## config.mk

```make
export PLATFORM = sky130hd
export DESIGN_NAME = clique_witness_transition_core
export DESIGN_NICKNAME = d
export VERILOG_FILES = /design/src/rtl/cwt_pkg.sv /design/src/rtl/clique_witness_transition_core.sv
export SDC_FILE = /design/constraint.sdc
export NUM_CORES = 1
export LEC_CHECK = 0
export BUFFER_PORTS_ARGS = -buffer_cell sky130_fd_sc_hd__buf_2
export CAP_MARGIN = 15
export CELL_PAD_IN_SITES_DETAIL_PLACEMENT = 0
export CELL_PAD_IN_SITES_GLOBAL_PLACEMENT = 1
export CORE_MARGIN = 8
export CORE_UTILIZATION = 50
export DETAILED_ROUTE_END_ITERATION = 8
export PLACE_DENSITY = 0.78
export RECOVER_POWER = 50
export SETUP_SLACK_MARGIN = 0.02
export SYNTH_ARGS = -nofsm -noshare
export SYNTH_HDL_FRONTEND = slang
export SYNTH_SLANG_ARGS = --single-unit
```

## constraint.sdc

```tcl
create_clock -name clk -period 5.7 [get_ports clk]
set_clock_uncertainty 0.2 [all_clocks]
set_input_delay 1.14 -clock clk [delete_from_list [all_inputs] [get_ports clk]]
set_output_delay 1.14 -clock clk [all_outputs]
set_load 0.01 [all_outputs]
```

## src/rtl/cwt_pkg.sv

```systemverilog
// Types, action codes and helper functions for the clique witness transition core.
// Used by rtl/clique_witness_transition_core.sv; depends on nothing else.
`default_nettype none

package cwt_pkg;

	localparam logic [1:0] ACT_INTRO_VERTEX = 2'd0;
	localparam logic [1:0] ACT_INTRO_EDGE   = 2'd1;
	localparam logic [1:0] ACT_FORGET       = 2'd2;
	localparam logic [1:0] ACT_JOIN         = 2'd3;

	localparam logic [2:0] CLIQUE_SIZE_RESET = 3'd3;
	localparam int         NUM_EDGES         = 10;

	// endpoints of edge bit b+1 of a witness
	localparam logic [2:0] END_LOW [NUM_EDGES] =
		'{3'd1, 3'd1, 3'd1, 3'd1, 3'd2, 3'd2, 3'd2, 3'd3, 3'd3, 3'd4};
	localparam logic [2:0] END_HIGH [NUM_EDGES] =
		'{3'd2, 3'd3, 3'd4, 3'd5, 3'd3, 3'd4, 3'd5, 3'd4, 3'd5, 3'd5};

	typedef struct packed {
		logic [1:0]  action;
		logic [10:0] witness_a;
		logic [10:0] witness_b;
		logic [2:0]  vertex_a;
		logic [2:0]  vertex_b;
	} item_t;

	typedef struct packed {
		logic [10:0] result_witness;
		logic        is_empty;
		logic        is_last;
	} result_t;

	// vertex set indexed by vertex number; bits 0, 6 and 7 stay clear
	function automatic logic [7:0] vertex_set(input logic [NUM_EDGES-1:0] e);
		logic [7:0] s;
		s = '0;
		for (int b = 0; b < NUM_EDGES; b++) begin
			if (e[b]) begin
				s[END_LOW[b]]  = 1'b1;
				s[END_HIGH[b]] = 1'b1;
			end
		end
		return s;
	endfunction

	function automatic logic [7:0] nbr_set(input logic [NUM_EDGES-1:0] e,
			input logic [2:0] v);
		logic [7:0] s;
		s = '0;
		for (int b = 0; b < NUM_EDGES; b++) begin
			if (e[b]) begin
				if (END_LOW[b] == v)
					s[END_HIGH[b]] = 1'b1;
				else if (END_HIGH[b] == v)
					s[END_LOW[b]] = 1'b1;
			end
		end
		return s;
	endfunction

	function automatic logic [NUM_EDGES-1:0] edge_mask(input logic [2:0] lo,
			input logic [2:0] hi);
		logic [NUM_EDGES-1:0] m;
		for (int b = 0; b < NUM_EDGES; b++)
			m[b] = (END_LOW[b] == lo) && (END_HIGH[b] == hi);
		return m;
	endfunction

	function automatic logic [3:0] popcount(input logic [NUM_EDGES-1:0] e);
		logic [3:0] c;
		c = '0;
		for (int b = 0; b < NUM_EDGES; b++)
			c = c + 4'(e[b]);
		return c;
	endfunction

	// k(k-1)/2
	function automatic logic [4:0] edge_target(input logic [2:0] k);
		logic [4:0] t;
		unique case (k)
			3'd0:    t = 5'd0;
			3'd1:    t = 5'd0;
			3'd2:    t = 5'd1;
			3'd3:    t = 5'd3;
			3'd4:    t = 5'd6;
			3'd5:    t = 5'd10;
			3'd6:    t = 5'd15;
			default: t = 5'd21;
		endcase
		return t;
	endfunction

endpackage

`default_nettype wire

```

## src/rtl/clique_witness_transition_core.sv

```systemverilog
// Clique witness transition core: decode, count/decide and output stages.
// Depends on rtl/cwt_pkg.sv.
// Result path: stage 1 loads at the accepting edge, then stage 2, stage 3 and the
// output register, which strobes the first result; a second result follows in the
// cycle after it.
// Throughput: one transaction per cycle while busy is low; transactions with two results
// stall the pipeline; busy is high only during the cycle the second result is pending.
// Reset: arst_n clears valid bits, the pending flag and sets clique_size to 3.
`default_nettype none

module clique_witness_transition_core
	import cwt_pkg::*;
(
	input  wire logic    clk,
	input  wire logic    arst_n,
	input  wire logic    start,
	output logic         busy,
	input  wire item_t   cmd,
	input  wire logic    cfg_we,
	input  wire logic [2:0] cfg_data,
	output logic         done,
	output result_t      result
);

	logic [2:0] k_q;

	// stage 1: registered transaction
	logic  vld_s1;
	item_t it_s1;

	// stage 2: decoded sets
	logic        vld_s2;
	logic [1:0]  act_s2;
	logic [10:0] wa_s2;
	logic [10:0] wb_s2;
	logic [9:0]  aug_s2;
	logic [9:0]  uni_s2;
	logic [7:0]  verts_a_s2;
	logic [7:0]  verts_aug_s2;
	logic [7:0]  verts_uni_s2;
	logic [7:0]  nbr_s2;
	logic        ok_s2;
	logic        both_in_s2;
	logic        va_in_s2;

	// stage 3: decided results
	logic        vld_s3;
	logic [10:0] r0_wit_s3;
	logic        r0_empty_s3;
	logic        two_s3;
	logic [10:0] r1_wit_s3;

	logic        pend_q;
	logic [10:0] pend_wit_q;

	logic advance;
	assign advance = !pend_q;
	assign busy    = pend_q;

	always_ff @(posedge clk or negedge arst_n) begin
		if (!arst_n) begin
			k_q <= CLIQUE_SIZE_RESET;
		end else if (cfg_we) begin
			k_q <= cfg_data;
		end
	end

	// stage 1
	always_ff @(posedge clk or negedge arst_n) begin
		if (!arst_n) begin
			vld_s1 <= 1'b0;
		end else if (advance) begin
			vld_s1 <= start;
		end
	end

	always_ff @(posedge clk) begin
		if (advance && start) begin
			it_s1 <= cmd;
		end
	end

	// stage 1 -> 2: set decode
	logic [2:0] lo_c;
	logic [2:0] hi_c;
	logic [9:0] aug_c;
	logic [9:0] uni_c;
	logic [7:0] verts_a_c;
	logic       ok_c;

	always_comb begin
		lo_c      = (it_s1.vertex_a < it_s1.vertex_b) ? it_s1.vertex_a : it_s1.vertex_b;
		hi_c      = (it_s1.vertex_a < it_s1.vertex_b) ? it_s1.vertex_b : it_s1.vertex_a;
		ok_c      = (it_s1.vertex_a >= 3'd1) && (it_s1.vertex_a <= 3'd5)
			&& (it_s1.vertex_b >= 3'd1) && (it_s1.vertex_b <= 3'd5)
			&& (it_s1.vertex_a != it_s1.vertex_b);
		aug_c     = it_s1.witness_a[10:1] | edge_mask(lo_c, hi_c);
		uni_c     = it_s1.witness_a[10:1] | it_s1.witness_b[10:1];
		verts_a_c = vertex_set(it_s1.witness_a[10:1]);
	end

	always_ff @(posedge clk or negedge arst_n) begin
		if (!arst_n) begin
			vld_s2 <= 1'b0;
		end else if (advance) begin
			vld_s2 <= vld_s1;
		end
	end

	always_ff @(posedge clk) begin
		if (advance && vld_s1) begin
			act_s2       <= it_s1.action;
			wa_s2        <= it_s1.witness_a;
			wb_s2        <= it_s1.witness_b;
			aug_s2       <= aug_c;
			uni_s2       <= uni_c;
			verts_a_s2   <= verts_a_c;
			verts_aug_s2 <= vertex_set(aug_c);
			verts_uni_s2 <= vertex_set(uni_c);
			nbr_s2       <= nbr_set(it_s1.witness_a[10:1], it_s1.vertex_a);
			ok_s2        <= ok_c;
			both_in_s2   <= verts_a_c[it_s1.vertex_a] && verts_a_c[it_s1.vertex_b];
			va_in_s2     <= verts_a_c[it_s1.vertex_a];
		end
	end

	// stage 2 -> 3: counts and decision
	logic [3:0]  k_ext;
	logic [4:0]  target;
	logic [3:0]  nv_a;
	logic [3:0]  ne_aug;
	logic [3:0]  nv_aug;
	logic [3:0]  n_nbr;
	logic [3:0]  nv_uni;
	logic [3:0]  ne_uni;
	logic [10:0] r0_wit_c;
	logic        r0_empty_c;
	logic        two_c;

	always_comb begin
		k_ext      = {1'b0, k_q};
		target     = edge_target(k_q);
		nv_a       = popcount({2'b00, verts_a_s2});
		ne_aug     = popcount(aug_s2);
		nv_aug     = popcount({2'b00, verts_aug_s2});
		n_nbr      = popcount({2'b00, nbr_s2});
		nv_uni     = popcount({2'b00, verts_uni_s2});
		ne_uni     = popcount(uni_s2);
		r0_wit_c   = wa_s2;
		r0_empty_c = 1'b0;
		two_c      = 1'b0;
		unique case (act_s2)
			ACT_INTRO_VERTEX: begin
				r0_wit_c = wa_s2;
			end
			ACT_INTRO_EDGE: begin
				if (!wa_s2[0] && ok_s2) begin
					if (both_in_s2) begin
						if (nv_a == k_ext && {1'b0, ne_aug} == target)
							r0_wit_c = 11'd1;
						else
							r0_wit_c = {aug_s2, 1'b0};
					end else begin
						two_c = (nv_aug <= k_ext);
					end
				end
			end
			ACT_FORGET: begin
				if (!wa_s2[0] && va_in_s2 && (n_nbr + 4'd1) != k_ext) begin
					r0_wit_c   = '0;
					r0_empty_c = 1'b1;
				end
			end
			ACT_JOIN: begin
				if (wa_s2[0])
					r0_wit_c = wa_s2;
				else if (wb_s2[0])
					r0_wit_c = wb_s2;
				else if (nv_uni == k_ext && {1'b0, ne_uni} == target)
					r0_wit_c = 11'd1;
				else if (nv_uni <= k_ext && {1'b0, ne_uni} != target)
					r0_wit_c = {uni_s2, 1'b0};
				else begin
					r0_wit_c   = '0;
					r0_empty_c = 1'b1;
				end
			end
		endcase
	end

	always_ff @(posedge clk or negedge arst_n) begin
		if (!arst_n) begin
			vld_s3 <= 1'b0;
		end else if (advance) begin
			vld_s3 <= vld_s2;
		end
	end

	always_ff @(posedge clk) begin
		if (advance && vld_s2) begin
			r0_wit_s3   <= r0_wit_c;
			r0_empty_s3 <= r0_empty_c;
			two_s3      <= two_c;
			r1_wit_s3   <= {aug_s2, 1'b0};
		end
	end

	// output register and second-result holding slot
	always_ff @(posedge clk or negedge arst_n) begin
		if (!arst_n) begin
			done   <= 1'b0;
			pend_q <= 1'b0;
		end else if (pend_q) begin
			done   <= 1'b1;
			pend_q <= 1'b0;
		end else begin
			done   <= vld_s3;
			pend_q <= vld_s3 && two_s3;
		end
	end

	always_ff @(posedge clk) begin
		if (pend_q) begin
			result.result_witness <= pend_wit_q;
			result.is_empty       <= 1'b0;
			result.is_last        <= 1'b1;
		end else if (vld_s3) begin
			result.result_witness <= r0_wit_s3;
			result.is_empty       <= r0_empty_s3;
			result.is_last        <= !two_s3;
			pend_wit_q            <= r1_wit_s3;
		end
	end

	a_busy_one_cycle: assert property (@(posedge clk) disable iff (!arst_n)
		busy |=> !busy)
		else $error("busy held for more than one cycle");

	a_busy_after_first: assert property (@(posedge clk) disable iff (!arst_n)
		busy |-> done && !result.is_last)
		else $error("second result pending without a first result");

	a_second_follows: assert property (@(posedge clk) disable iff (!arst_n)
		done && !result.is_last |=> done && result.is_last && !result.is_empty)
		else $error("second result of a transaction missing");

	a_empty_shape: assert property (@(posedge clk) disable iff (!arst_n)
		done && result.is_empty |-> result.is_last && result.result_witness == 11'd0)
		else $error("empty result malformed");

endmodule

`default_nettype wire
```

==> metrics.log, run 1 <==
[metrics] run status: finished, final reports clean
[metrics] total leakage power: 3.304 nW
[metrics] most numerous cell on the critical path: fa_1
[metrics] maximum number of pins on one net before global-route repair: 69
[metrics] max-slew violations: 0
[metrics] floorplan die height: 136.9 um
[metrics] routed len/inst: 19.72 um
[metrics] top cells by area, synth: edfxtp_1, fa_1, inv_1
[metrics] post-route antenna net violation count: 0
[metrics] minimum clock period: 4.661 ns
[metrics] Synth Instances: 570
[metrics] clk buf depth: 2
[metrics] floorplan die width: 136.9 um
[metrics] transition time at the pin with the least slew margin: 1.410 ns
[metrics] vias in the first global route: 4853
[metrics] Post-route DRC: 0
[metrics] total inserted antenna cells: 0
[metrics] count of input and output buffers: 51
[metrics] Power Total: between 4 and 5 mW
[metrics] #FFs+latches synth: 151
[metrics] IR drop worst, VDD: 0.0002566 V
[metrics] ys async rst share: 5.298%
[metrics] effective utilization at floorplan: 50.68%
[metrics] arrival time reported for the critical path endpoint: approximately 4.7 ns
[metrics] area taken by multi-input logic gates: ~2500 sq um
[metrics] count of filler cells inserted in the layout: 1193
[metrics] standard cell with the maximum stage delay on the critical path: fa_1
[metrics] number of buffers added for setup after CTS: 0
[metrics] deepest level of the CTS H-tree: 4
[metrics] yosys synthesis warning count: 0
[metrics] classification of the worst-slack hold path: reg -> reg
[metrics] Finish-stage setup viols: 0
[metrics] Clk pin slew, worst setup/hold paths: 0.07 ns
[metrics] Crit Path Class: reg -> reg
[metrics] combined global-route utilization of all metal layers: 18.46%
[metrics] sequential cell area: 4477 sq um
[metrics] floorplan core area: 14420 sq um
[metrics] number of vias after detailed routing: 4762
[metrics] PostCTS Resize Cnt: 0
[metrics] ratio of cells with drive above 1 in the final layout: between 10% and 20%
[metrics] dominant cell by count in the synthesized netlist: edfxtp_1
[metrics] cells traversed along the worst timing path: fa_1 > fa_1 > inv_1 > fa_1 > inv_1 > ha_1 > inv_1 > fa_1 > xnor2_1 > mux2i_1 > o32ai_2 > a211oi_4 > a221oi_1 > o32ai_1
[metrics] number of vias per cell: 5.786
[metrics] leading post-synthesis cells by instance count: edfxtp_1, inv_1, a21oi_1, nor2_1, nand2_1
[metrics] required arrival time at the worst endpoint: around 5.7 ns
[metrics] placed wire-length estimate: 11990 um
[metrics] worst relative slew slack: under 10%
[metrics] startpoint kind of the worst setup timing path: flop
[metrics] Hold Violations, Final: 0
[metrics] Placer Congestion: 0.8987
[metrics] endpoint type of the worst setup path: flop
[metrics] biggest fanout along the worst timing path: 9
[metrics] net count reported at finish: 703
[metrics] summed instance area of the synthesized netlist: 7310 sq um
[metrics] clk_lat worst skew: 0.42 ns
[metrics] Die Footprint: about 19000 sq um
[metrics] number of search-and-repair iterations in the first detailed-routing pass: 5
[metrics] global-route wire length before repair: around 26000 um
[metrics] number of hold buffers added after cts: 0
[metrics] final wirelength: around 16000 um
[metrics] number of enable-type register cells in the synthesized netlist: 141
[metrics] library cell used as clock root buffer: clkbuf_16
[metrics] delay of the slowest cell on the worst path: 0.52 ns
[metrics] Num Clock Sinks: 151
[metrics] Top-Level Pins: 52
[metrics] share of Yosys cell area claimed by the top area cell type: 57.93%
[metrics] RSZ-0062 raised after global routing: false
[metrics] Iteration-0 DRC Markers: 352
[metrics] final cycle utilization of the critical path: 81.77%
[metrics] num rows: 44
[metrics] summed negative setup slack over all endpoints: 0 ns
[metrics] max_cap viols: 0
[metrics] sequential fraction of the synthesis area: 61.25%
[metrics] Achievable Freq: 214.6 MHz
[metrics] Avg Synthesized Cell Area: 12.82 sq um
[metrics] number of buffers added by the clock tree synthesis step: 17
[metrics] total congestion overflow: 0
[metrics] growth of design area from synthesis to finish: 14.29%
[metrics] CTS tree: yes
[metrics] total power density per cell area: between 500 and 600 nW/um^2
[metrics] most instantiated flip-flop cell in the synthesis netlist: edfxtp_1
[metrics] top cell type by total area after synthesis: edfxtp_1
[metrics] number of antenna violations at the first check in global routing: 0
[metrics] net count of the mapped netlist: 647
[metrics] Distinct cells, synth: 63
-- state kept, by name (all words and copies together), names as in the netlist, 2 cells and up --
register and cells:
it_s1 30, nbr_s2 5, pend_wit_q 10, k_q 3, r0_wit_s3 11, verts_aug_s2 5, uni_s2 10, verts_uni_s2 5
act_s2 2, r1_wit_s3 10, aug_s2 10, result 13, wa_s2 11, verts_a_s2 5, wb_s2 11
-- routing by layer --
layer / wire [um] / GRT usage (%) / vias to the layer above / share of wire (%)
met5: 0 / 0 / - / 0
met2: 7612 / 29.04 / 200 / 47
met1: 7075 / 24.03 / 2321 / 44
met3: 1079 / 4.038 / 33 / 6.6
li1: - / - / 2208 / -
met4: 463 / 8.570 / 0 / 2.9
-- cell usage in the layout, fill, tap and decap left out, drive strengths merged, types with 4 or more instances in the layout --
cell type and n:
mux2i 9, o22ai 6, ha 20, nor3 4
a221oi 7, clkinv 5, a21o 5, and3 7
inv 82, o32ai 9, a211oi 6, xor2 6
fa 20, a21oi 42, xnor2 4, nand2 29
o21ai 14, dfrtp 6, nand3 10, buf 52
a31oi 10, clkbuf 21, edfxtp 141, nand4 10
nor2 41, nor2b 9, mux2 11, nand2b 4
a22o 9
-- worst max-delay path, delay by kind of cell (launching register included) --
kind	cells	cell delay, ns
multiplexers	1	0.25
AO/OA/AOI/OAI	4	1.13
XOR/XNOR	1	0.27
flip-flops	1	0.42
buffers and inverters	3	0.17
adder cells (fa/ha/maj)	5	2.00
-- per-stage QoR --
stage | cells | setup WS, ns | instance area (sq um) | utilization (%) | hold slack, ns
after floorplan | 570 | 1.375 | 7310 | - | 0.2003
after global placement | 791 | 1.261 | 7757 | 53.78 | 0.2012
after detailed placement | 791 | 1.097 | 7757 | 53.78 | 0.2045
after CTS | 823 | 1.087 | 8367 | 58.01 | 0.2203
after global routing | 823 | 0.7779 | 8354 | 57.92 | 0.2300
final | 823 | 1.039 | 8354 | 57.92 | 0.2187
-- kinds of logic after synthesis --
logic type	share of synthesized area, %
multiplexers	2.927
buffers and inverters	4.998
XOR/XNOR	1.198
adder cells (fa/ha/maj)	8.901
AND/OR/NAND/NOR	8.987
AO/OA/AOI/OAI	11.74
flip-flops	61.25
-- report_power, final --
part           switching, mW  internal (mW)  leakage, nW
Sequential             0.266           1.71         1.43
Clock                  0.482          0.665        0.303
Combinational           1.04          0.692         1.57
Total                   1.78           3.06         3.30
-- path summary, 6_finish.rpt --
check,startpoint,to,slack [ns],cells past startpoint
worst min register to register,r1_wit_s3[3]$_DFFE_PP_,pend_wit_q[3]$_DFFE_PP_,0.22,0
min in group asynchronous,arst_n,busy$_DFF_PN0_,0.42,1
max in group asynchronous,arst_n,k_q[0]$_DFFE_PN1P_,4.56,1
worst max register to register,uni_s2[0]$_DFFE_PP_,r0_wit_s3[8]$_DFFE_PP_,1.04,14
worst max-delay path,uni_s2[0]$_DFFE_PP_,r0_wit_s3[8]$_DFFE_PP_,1.04,14
worst min-delay path,r1_wit_s3[3]$_DFFE_PP_,pend_wit_q[3]$_DFFE_PP_,0.22,0
-- final cells by class --
class                   instances  area share [%]
flip-flops and latches        151           53.59
multi-input cells             326           29.65
clock buffers                  17           5.092
repair buffers                 56           3.385
inverters                      74           3.325
well taps                     184           2.756
clock inverters                15           2.202
Note: power is estimated with default switching activity, not from simulation.
==> inputs of run 2 (changes only) <==
--- a/config.mk
+++ b/config.mk
@@ -5,14 +5,15 @@
 export SDC_FILE = /design/constraint.sdc
 export NUM_CORES = 1
 export LEC_CHECK = 0
+export ABC_AREA = 1
 export BUFFER_PORTS_ARGS = -buffer_cell sky130_fd_sc_hd__buf_2
 export CAP_MARGIN = 15
 export CELL_PAD_IN_SITES_DETAIL_PLACEMENT = 0
 export CELL_PAD_IN_SITES_GLOBAL_PLACEMENT = 1
 export CORE_MARGIN = 8
-export CORE_UTILIZATION = 50
+export CORE_UTILIZATION = 44
 export DETAILED_ROUTE_END_ITERATION = 8
-export PLACE_DENSITY = 0.78
+export PLACE_DENSITY = 0.74
 export RECOVER_POWER = 50
 export SETUP_SLACK_MARGIN = 0.02
 export SYNTH_ARGS = -nofsm -noshare
==> constraint.sdc (replaced) <==
create_clock -name clk -period 3.81 [get_ports clk]
set_clock_uncertainty 0.2 [all_clocks]
set_input_delay 0.762 -clock clk [delete_from_list [all_inputs] [get_ports clk]]
set_output_delay 0.762 -clock clk [all_outputs]
set_load 0.01 [all_outputs]
==> run 2 against run 1 <==
Net effect: critical endpoint is now r0_wit_s3[6]$_DFFE_PP_; largest cell class unchanged; via count up 7.0%; the run now ends with negative setup slack left; register-to-register slack lost 1.2 ns; maximum frequency rose by 17%; final area is 5.4% higher.
==> metrics.log, run 2 <==
[metrics] run status: finished with violations
[metrics] violations in the final reports: negative setup slack
[metrics] total congestion overflow: 0 (unchanged)
[metrics] Post-route DRC: 0 (unchanged)
[metrics] Achievable Freq: 251.7 MHz (+17%)
[metrics] post-route antenna net violation count: 0 (unchanged)
[metrics] standard cell with the maximum stage delay on the critical path: fa_1
[metrics] transition time at the pin with the least slew margin: 1.343 ns (-0.06665 ns)
[metrics] Crit Path Class: reg -> reg
[metrics] sequential fraction of the synthesis area: 59.24% (-2.0 points)
[metrics] Clk pin slew, worst setup/hold paths: 0.07 ns (about the same)
[metrics] arrival time reported for the critical path endpoint: 3.93 ns (-0.74 ns)
[metrics] summed instance area of the synthesized netlist: 7557 sq um (+3.4%)
[metrics] delay of the slowest cell on the worst path: 0.51 ns (about the same)
[metrics] cells traversed along the worst timing path: fa_1 > fa_1 > inv_1 > fa_1 > inv_1 > ha_2 > inv_2 > fa_2 > nand2_1 > nand2_1 > nand2_1 > nand3_1 > nor2_2 > nand2_4 > clkbuf_16 > nand3_2 > nand2_1 > nand2_1 > nand4_1
[metrics] global-route wire length before repair: 26790 um (+2.9%)
[metrics] effective utilization at floorplan: 44.31% (-6.4 points)
[metrics] number of vias after detailed routing: 5094 (+7.0%)
[metrics] most instantiated flip-flop cell in the synthesis netlist: edfxtp_1
[metrics] CTS tree: yes
[metrics] Area after DPL: 8134 sq um (+4.9%)
[metrics] deepest level of the CTS H-tree: 4 (unchanged)
[metrics] worst hold path depth: 0 (unchanged)
[metrics] top cell type by total area after synthesis: edfxtp_1
[metrics] required arrival time at the worst endpoint: 3.77 ns (-1.94 ns)
[metrics] Placer Congestion: 0.8683 (-3.4%)
[metrics] ratio of cells with drive above 1 in the final layout: 19.06% (+2.6 points)
[metrics] most common cell after layout, fill and taps aside: edfxtp_1
[metrics] final cycle utilization of the critical path: 104.3% (+23 points)
[metrics] maximum number of pins on one net before global-route repair: 68 (-1.4%)
[metrics] net count reported at finish: 851 (+21%)
[metrics] most frequent cells in the layout: edfxtp_1, nand2_1, inv_1
[metrics] max_cap viols: 0 (unchanged)
[metrics] count of input and output buffers: 51 (unchanged)
[metrics] biggest fanout along the worst timing path: 5 (-4)
[metrics] Die Footprint: 21630 sq um (+15%)
[metrics] final wirelength: 16780 um (+3.4%)
[metrics] number of buffers added by the clock tree synthesis step: 17 (unchanged)
[metrics] classification of the worst-slack hold path: reg -> reg
[metrics] end of the worst register-to-register path: r0_wit_s3[6]$_DFFE_PP_
[metrics] Iteration-0 DRC Markers: 389 (+11%)
[metrics] Hold Violations, Final: 0 (unchanged)
[metrics] Worst Hold End: wa_s2[0]$_DFFE_PP_
[metrics] flop-to-flop setup slack: -0.16 ns (-1.20 ns)
[metrics] worst relative slew slack: 10.46% (+4.4 points)
[metrics] floorplan die width: 147.1 um (+7.4%)
[metrics] RSZ-0062 raised after global routing: true
[metrics] Distinct cells, synth: 47 (-25%)
[metrics] most numerous cell on the critical path: nand2_1
[metrics] minimum clock period: 3.973 ns (-0.6879 ns)
[metrics] post-place setup slack: -0.2046 ns (-1.301 ns)
[metrics] net count of the mapped netlist: 779 (+20%)
[metrics] placed wire-length estimate: 12820 um (+6.9%)
[metrics] floorplan core area: 17060 sq um (+18%)
[metrics] dominant cell by count in the synthesized netlist: edfxtp_1
[metrics] routed len/inst: 16.58 um (-16%)
[metrics] Largest Register: it_s1
[metrics] clk_lat worst skew: 0.43 ns (about the same)
[metrics] yosys synthesis warning count: 0 (unchanged)
[metrics] floorplan die height: 147.1 um (+7.4%)
[metrics] ys async rst share: 5.298% (unchanged)
[metrics] number of search-and-repair iterations in the first detailed-routing pass: 4 (-1)
[metrics] vias in the first global route: 5099 (+5.1%)
[metrics] number of antenna violations at the first check in global routing: 0 (unchanged)
[metrics] Top-Level Pins: 52 (unchanged)
[metrics] Finish-stage setup viols: 12 (+12)
[metrics] Avg Synthesized Cell Area: 10.77 sq um (-16%)
[metrics] total power density per cell area: 857.5 nW/um^2 (+48%)
[metrics] area taken by multi-input logic gates: 2651 sq um (+7.0%)
[metrics] total leakage power: 3.633 nW (+10%)
[metrics] share of Yosys cell area claimed by the top area cell type: 56.03% (-1.9 points)
[metrics] sequential cell area: 4477 sq um (unchanged)
[metrics] top cells by area, synth: edfxtp_1, nand2_1, fa_1
[metrics] IR drop worst, VDD: 0.0004093 V (+60%)
[metrics] growth of design area from synthesis to finish: 16.51%
[metrics] number of enable-type register cells in the synthesized netlist: 141 (unchanged)
[metrics] biggest regs: it_s1 (30), result (13)
[metrics] clk buf depth: 2 (unchanged)
[metrics] number of vias per cell: 5.034 (-13%)
[metrics] endpoint type of the worst setup path: flop
[metrics] total inserted antenna cells: 0 (unchanged)
[metrics] RR Startpoint: uni_s2[1]$_DFFE_PP_
[metrics] max-slew violations: 0 (unchanged)
[metrics] count of filler cells inserted in the layout: 1555 (+30%)
[metrics] leading post-synthesis cells by instance count: edfxtp_1, nand2_1, inv_1, nor2_1, nand3_1
[metrics] total non-filler cell area in the finished layout: 8805 sq um (+5.4%)
[metrics] Synth Instances: 702 (+23%)
[metrics] #FFs+latches synth: 151 (unchanged)
[metrics] startpoint kind of the worst setup timing path: flop
[metrics] final worst setup slack: -0.1629 ns (-1.202 ns)
[metrics] Largest register FFs: 30 (unchanged)
[metrics] r2r worst-path depth: 19 (+5)
[metrics] Num Clock Sinks: 151 (unchanged)
[metrics] num rows: 48 (+9.1%)
[metrics] library cell used as clock root buffer: clkbuf_16
[metrics] Min-Delay Startpoint: it_s1[17]$_DFFE_PP_
[metrics] combined global-route utilization of all metal layers: 15.98% (-2.5 points)
==> run 2: changes by cell type after synthesis, sizes merged, moves of 9 or more <==
cell,before,now
nand2,29,139
mux2i,9,0
nand3,10,45
mux2,11,0
nor2,41,89
a21oi,42,21
nor2b,9,0
o21ai,14,40
inv,74,109
a31oi,10,1
o32ai,9,0
==> run 2: worst max path at each step <==
stage	slack [ns]	end	start
finish	-0.16	r0_wit_s3[6]$_DFFE_PP_	uni_s2[1]$_DFFE_PP_
global route	-0.31	r0_wit_s3[8]$_DFFE_PP_	uni_s2[1]$_DFFE_PP_
detailed placement	-0.20	r0_wit_s3[8]$_DFFE_PP_	uni_s2[0]$_DFFE_PP_
CTS	-0.13	r0_wit_s3[4]$_DFFE_PP_	uni_s2[3]$_DFFE_PP_
floorplan	0.07	r0_wit_s3[1]$_DFFE_PP_	aug_s2[0]$_DFFE_PP_
global placement	-0.1	r0_wit_s3[8]$_DFFE_PP_	uni_s2[0]$_DFFE_PP_
==> run 2: area by class of cell <==
cell class | instances | area share [%]
inverter | 111 | 4.817
multi-input combinational | 424 | 30.11
sequential | 151 | 50.85
tap | 225 | 3.197
timing repair buffer | 69 | 4.405
clock buffer | 17 | 4.832
clock inverter | 15 | 1.791
==> run 2: timing repair <==
| item | in CTS | in global routing |
|---|---|---|
| setup buffers | 0 | 1 |
| hold buffers | 1 | 0 |
| setup endpoints to repair | 12 | 12 |
| hold endpoints to repair | 6 | 0 |
| pin swaps | 3 | 5 |
| cloned | 0 | 1 |
| resized for setup | 6 | 20 |
==> run 2: metal layers <==
| metal | wire length [um] | global-route usage (%) | vias up |
|---|---|---|---|
| met4 | 460 | 6.935 | 0 |
| met5 | 0 | 0 | - |
| li1 | - | - | 2503 |
| met2 | 7912 | 25.67 | 160 |
| met3 | 904 | 3.783 | 31 |
| met1 | 7506 | 20.27 | 2400 |
==> run 2: per-stage QoR <==
| step | util [%] | cells | TNS [ns] | total power [mW] | hold slack, ns |
|---|---|---|---|---|---|
| global placement | 47.69 | 977 | -0.8813 | 5.607 | 0.2016 |
| finish | 51.62 | 1012 | -1.316 | 7.550 | 0.2184 |
| detailed placement | 47.69 | 977 | -1.641 | 5.725 | 0.2045 |
| floorplan | - | 702 | 0 | 4.859 | 0.2003 |
| CTS | 51.28 | 1010 | -1.013 | 7.444 | 0.2201 |
| global route | 51.62 | 1012 | -3.304 | 8.102 | 0.2262 |
==> run 2: worst max-delay path: cells and delay by family (launching register included) <==
kind                       cells  cell delay (ns)
adders and majority gates      5             1.97
and+or+nand+nor               10             0.79
DFF                            1             0.42
buffers and inverters          4             0.33
==> run 2: logic make-up (layout without fill, tap and decap cells) <==
family	count (synthesis)	count (layout)	synth area share (%)
flip-flops	151	151	59.24
adder cells (fa/ha/maj)	40	40	8.609
XOR/XNOR	4	4	0.4635
AND/OR/NAND/NOR	297	297	17.86
AO/OA/AOI/OAI	83	83	6.954
buffers and inverters	127	212	6.871
==> run 2: power by group <==
group / internal, mW / switching, mW
combinational: 1.15 / 1.85
clock: 0.928 / 0.726
sequential: 2.56 / 0.336
==> inputs of run 3 (changes only) <==
==> constraint.sdc (replaced) <==
create_clock -name clk -period 3.81 [get_ports clk]
set_clock_uncertainty 0.2 [all_clocks]
set_input_delay 0.762 -clock clk [delete_from_list [all_inputs] [get_ports clk]]
set_output_delay 0.762 -clock clk [all_outputs]
set_load 0.1 [all_outputs]
==> run 3 against run 2 <==
Net effect: the run still ends with negative setup slack left; power increased by 6.9%; critical endpoint unchanged; maximum frequency about the same; critical path depth unchanged; sequential power about the same; critical path type unchanged; sequential cell count unchanged; clock power about the same; register-to-register slack about the same; utilization about the same; setup slack improved by 0.0013 ns; largest power group unchanged; first-iteration DRC count decreased by 1.3%; largest cell class unchanged.
==> metrics.log, run 3 (same netlist as run 2, synthesis figures left out) <==
[metrics] run status: finished with violations
[metrics] violations in the final reports: negative setup slack
[metrics] clk_lat worst skew: 0.43 ns (about the same)
[metrics] final wirelength: 16770 um (-0.11%)
[metrics] floorplan die height: 147.1 um (unchanged)
[metrics] count of input and output buffers: 51 (unchanged)
[metrics] total congestion overflow: 0 (unchanged)
[metrics] arrival time reported for the critical path endpoint: 3.93 ns (about the same)
[metrics] placed wire-length estimate: 12820 um (unchanged)
[metrics] Power Total: 8.070 mW (+6.9%)
[metrics] r2r worst-path depth: 19 (unchanged)
[metrics] summed negative setup slack over all endpoints: -1.241 ns (+0.07483 ns)
[metrics] number of buffers added by the clock tree synthesis step: 17 (unchanged)
[metrics] max-slew violations: 0 (unchanged)
[metrics] post-place setup slack: -0.2046 ns (unchanged)
[metrics] final core area utilization: 51.64% (about the same)
[metrics] max_cap viols: 0 (unchanged)
[metrics] Die Footprint: 21630 sq um (unchanged)
[metrics] RR Startpoint: uni_s2[1]$_DFFE_PP_
[metrics] Placed Cells: 977 (unchanged)
[metrics] most frequent cells in the layout: edfxtp_1, nand2_1, inv_1
[metrics] Placer Congestion: 0.8683 (unchanged)
[metrics] CTS tree: yes
[metrics] RSZ-0062 raised after global routing: true
[metrics] routed len/inst: 16.57 um (-0.11%)
[metrics] final worst setup slack: -0.1616 ns (+0.001349 ns)
[metrics] biggest regs: it_s1 (30), result (13)
[metrics] post-route antenna net violation count: 0 (unchanged)
[metrics] Post-route DRC: 0 (unchanged)
[metrics] Top-Level Pins: 52 (unchanged)
[metrics] Num Clock Sinks: 151 (unchanged)
[metrics] ratio of cells with drive above 1 in the final layout: 19.44% (+0.38 points)
[metrics] Crit Path Class: reg -> reg
[metrics] vias in the first global route: 5099 (unchanged)
[metrics] worst hold path depth: 0 (unchanged)
[metrics] Worst Hold End: wa_s2[0]$_DFFE_PP_
[metrics] Hold Violations, Final: 0 (unchanged)
[metrics] combined global-route utilization of all metal layers: 15.98% (unchanged)
[metrics] count of filler cells inserted in the layout: 1554 (-0.064%)
[metrics] final standard cell count with taps included and fillers excluded: 1012 (unchanged)
[metrics] Achievable Freq: 251.8 MHz (about the same)
[metrics] number of antenna violations at the first check in global routing: 0 (unchanged)
[metrics] Min-Delay Startpoint: it_s1[17]$_DFFE_PP_
[metrics] growth of design area from synthesis to finish: 16.56% (about the same)
[metrics] num rows: 48 (unchanged)
[metrics] cells traversed along the worst timing path: fa_1 > fa_1 > inv_1 > fa_1 > inv_1 > ha_2 > inv_2 > fa_2 > nand2_1 > nand2_1 > nand2_1 > nand3_1 > nor2_2 > nand2_4 > clkbuf_16 > nand3_2 > nand2_1 > nand2_1 > nand4_1
[metrics] total non-filler cell area in the finished layout: 8808 sq um (about the same)
[metrics] delay of the slowest cell on the worst path: 0.51 ns (about the same)
[metrics] Iteration-0 DRC Markers: 384 (-1.3%)
[metrics] standard cell with the maximum stage delay on the critical path: fa_1
[metrics] classification of the worst-slack hold path: reg -> reg
[metrics] library cell used as clock root buffer: clkbuf_16
[metrics] biggest fanout along the worst timing path: 5 (unchanged)
[metrics] end of the worst register-to-register path: r0_wit_s3[6]$_DFFE_PP_
[metrics] Area after DPL: 8134 sq um (unchanged)
[metrics] deepest level of the CTS H-tree: 4 (unchanged)
[metrics] number of search-and-repair iterations in the first detailed-routing pass: 4 (unchanged)
[metrics] minimum clock period: 3.972 ns (-0.001349 ns)
[metrics] floorplan core area: 17060 sq um (unchanged)
[metrics] net count reported at finish: 851 (unchanged)
[metrics] Largest Register: it_s1
[metrics] effective utilization at floorplan: 44.31% (unchanged)
[metrics] endpoint type of the worst setup path: flop
[metrics] startpoint kind of the worst setup timing path: flop
[metrics] number of vias after detailed routing: 5098 (+0.079%)
[metrics] most numerous cell on the critical path: nand2_1
[metrics] required arrival time at the worst endpoint: 3.77 ns (about the same)
[metrics] total power density per cell area: 916.2 nW/um^2 (+6.9%)
[metrics] maximum number of pins on one net before global-route repair: 68 (unchanged)
[metrics] IR drop worst, VDD: 0.0005637 V (+38%)
[metrics] total inserted antenna cells: 0 (unchanged)
[metrics] total leakage power: 3.642 nW (+0.24%)
[metrics] Finish-stage setup viols: 12 (unchanged)
[metrics] transition time at the pin with the least slew margin: 1.308 ns (-0.03556 ns)
[metrics] clk buf depth: 2 (unchanged)
[metrics] number of vias per cell: 5.038 (about the same)
[metrics] Clk pin slew, worst setup/hold paths: 0.07 ns (about the same)
[metrics] Hold Worst Slack: 0.2184 ns (+0.000001000 ns)
[metrics] Largest register FFs: 30 (unchanged)
[metrics] most common cell after layout, fill and taps aside: edfxtp_1
[metrics] final cycle utilization of the critical path: 104.2% (about the same)
[metrics] worst relative slew slack: 12.83% (+2.4 points)
[metrics] flop-to-flop setup slack: -0.16 ns (about the same)
[metrics] global-route wire length before repair: 26790 um (unchanged)
[metrics] floorplan die width: 147.1 um (unchanged)
-- run 3: cell type report --
class	instances	area, sq um	share of cell area [%]
sequential	151	4477	50.82
multi-input combinational	424	2651	30.10
clock buffer	17	425.4	4.830
inverter	111	424.2	4.815
timing repair buffer	69	391.6	4.446
tap	225	281.5	3.196
clock inverter	15	157.7	1.790
-- run 3: report_power, final --
group / switching (mW) / internal [mW] / total (mW)
clock: 0.729 / 0.929 / 1.66
combinational: 2.37 / 1.15 / 3.52
sequential: 0.336 / 2.56 / 2.90
-- run 3: per-layer routing --
| layer | routed length (um) | part of all wire (%) | global-route usage (%) | vias up |
|---|---|---|---|---|
| met2 | 7948 | 47 | 25.67 | 170 |
| met5 | 0 | 0 | 0 | - |
| met4 | 440 | 2.6 | 6.935 | 0 |
| met1 | 7495 | 45 | 20.27 | 2392 |
| li1 | - | - | - | 2507 |
| met3 | 880 | 5.2 | 3.783 | 29 |
-- run 3: worst max-delay path: cells and delay by family (launching register included) --
kind / cells / cell delay [ns]
adder cells (fa/ha/maj): 5 / 1.96
AND/OR/NAND/NOR: 10 / 0.79
flip-flops: 1 / 0.42
buffers and inverters: 4 / 0.33
-- run 3: worst max path at each step --
stage	start	endpoint	slack (ns)	depth (start not counted)
detailed placement	uni_s2[0]$_DFFE_PP_	r0_wit_s3[8]$_DFFE_PP_	-0.20	19
global placement	uni_s2[0]$_DFFE_PP_	r0_wit_s3[8]$_DFFE_PP_	-0.1	19
finish	uni_s2[1]$_DFFE_PP_	r0_wit_s3[6]$_DFFE_PP_	-0.16	19
CTS	uni_s2[3]$_DFFE_PP_	r0_wit_s3[4]$_DFFE_PP_	-0.13	19
floorplan	aug_s2[0]$_DFFE_PP_	r0_wit_s3[1]$_DFFE_PP_	0.07	17
global route	uni_s2[1]$_DFFE_PP_	r0_wit_s3[8]$_DFFE_PP_	-0.31	19
-- run 3: repair_timing --
item / CTS / global route
hold buffers: 1 / 0
resized for setup: 6 / 20
pin swaps: 3 / 5
setup buffers: 0 / 1
cloned: 0 / 1
hold endpoints to repair: 6 / 0
endpoints found under the setup margin: 12 / 12
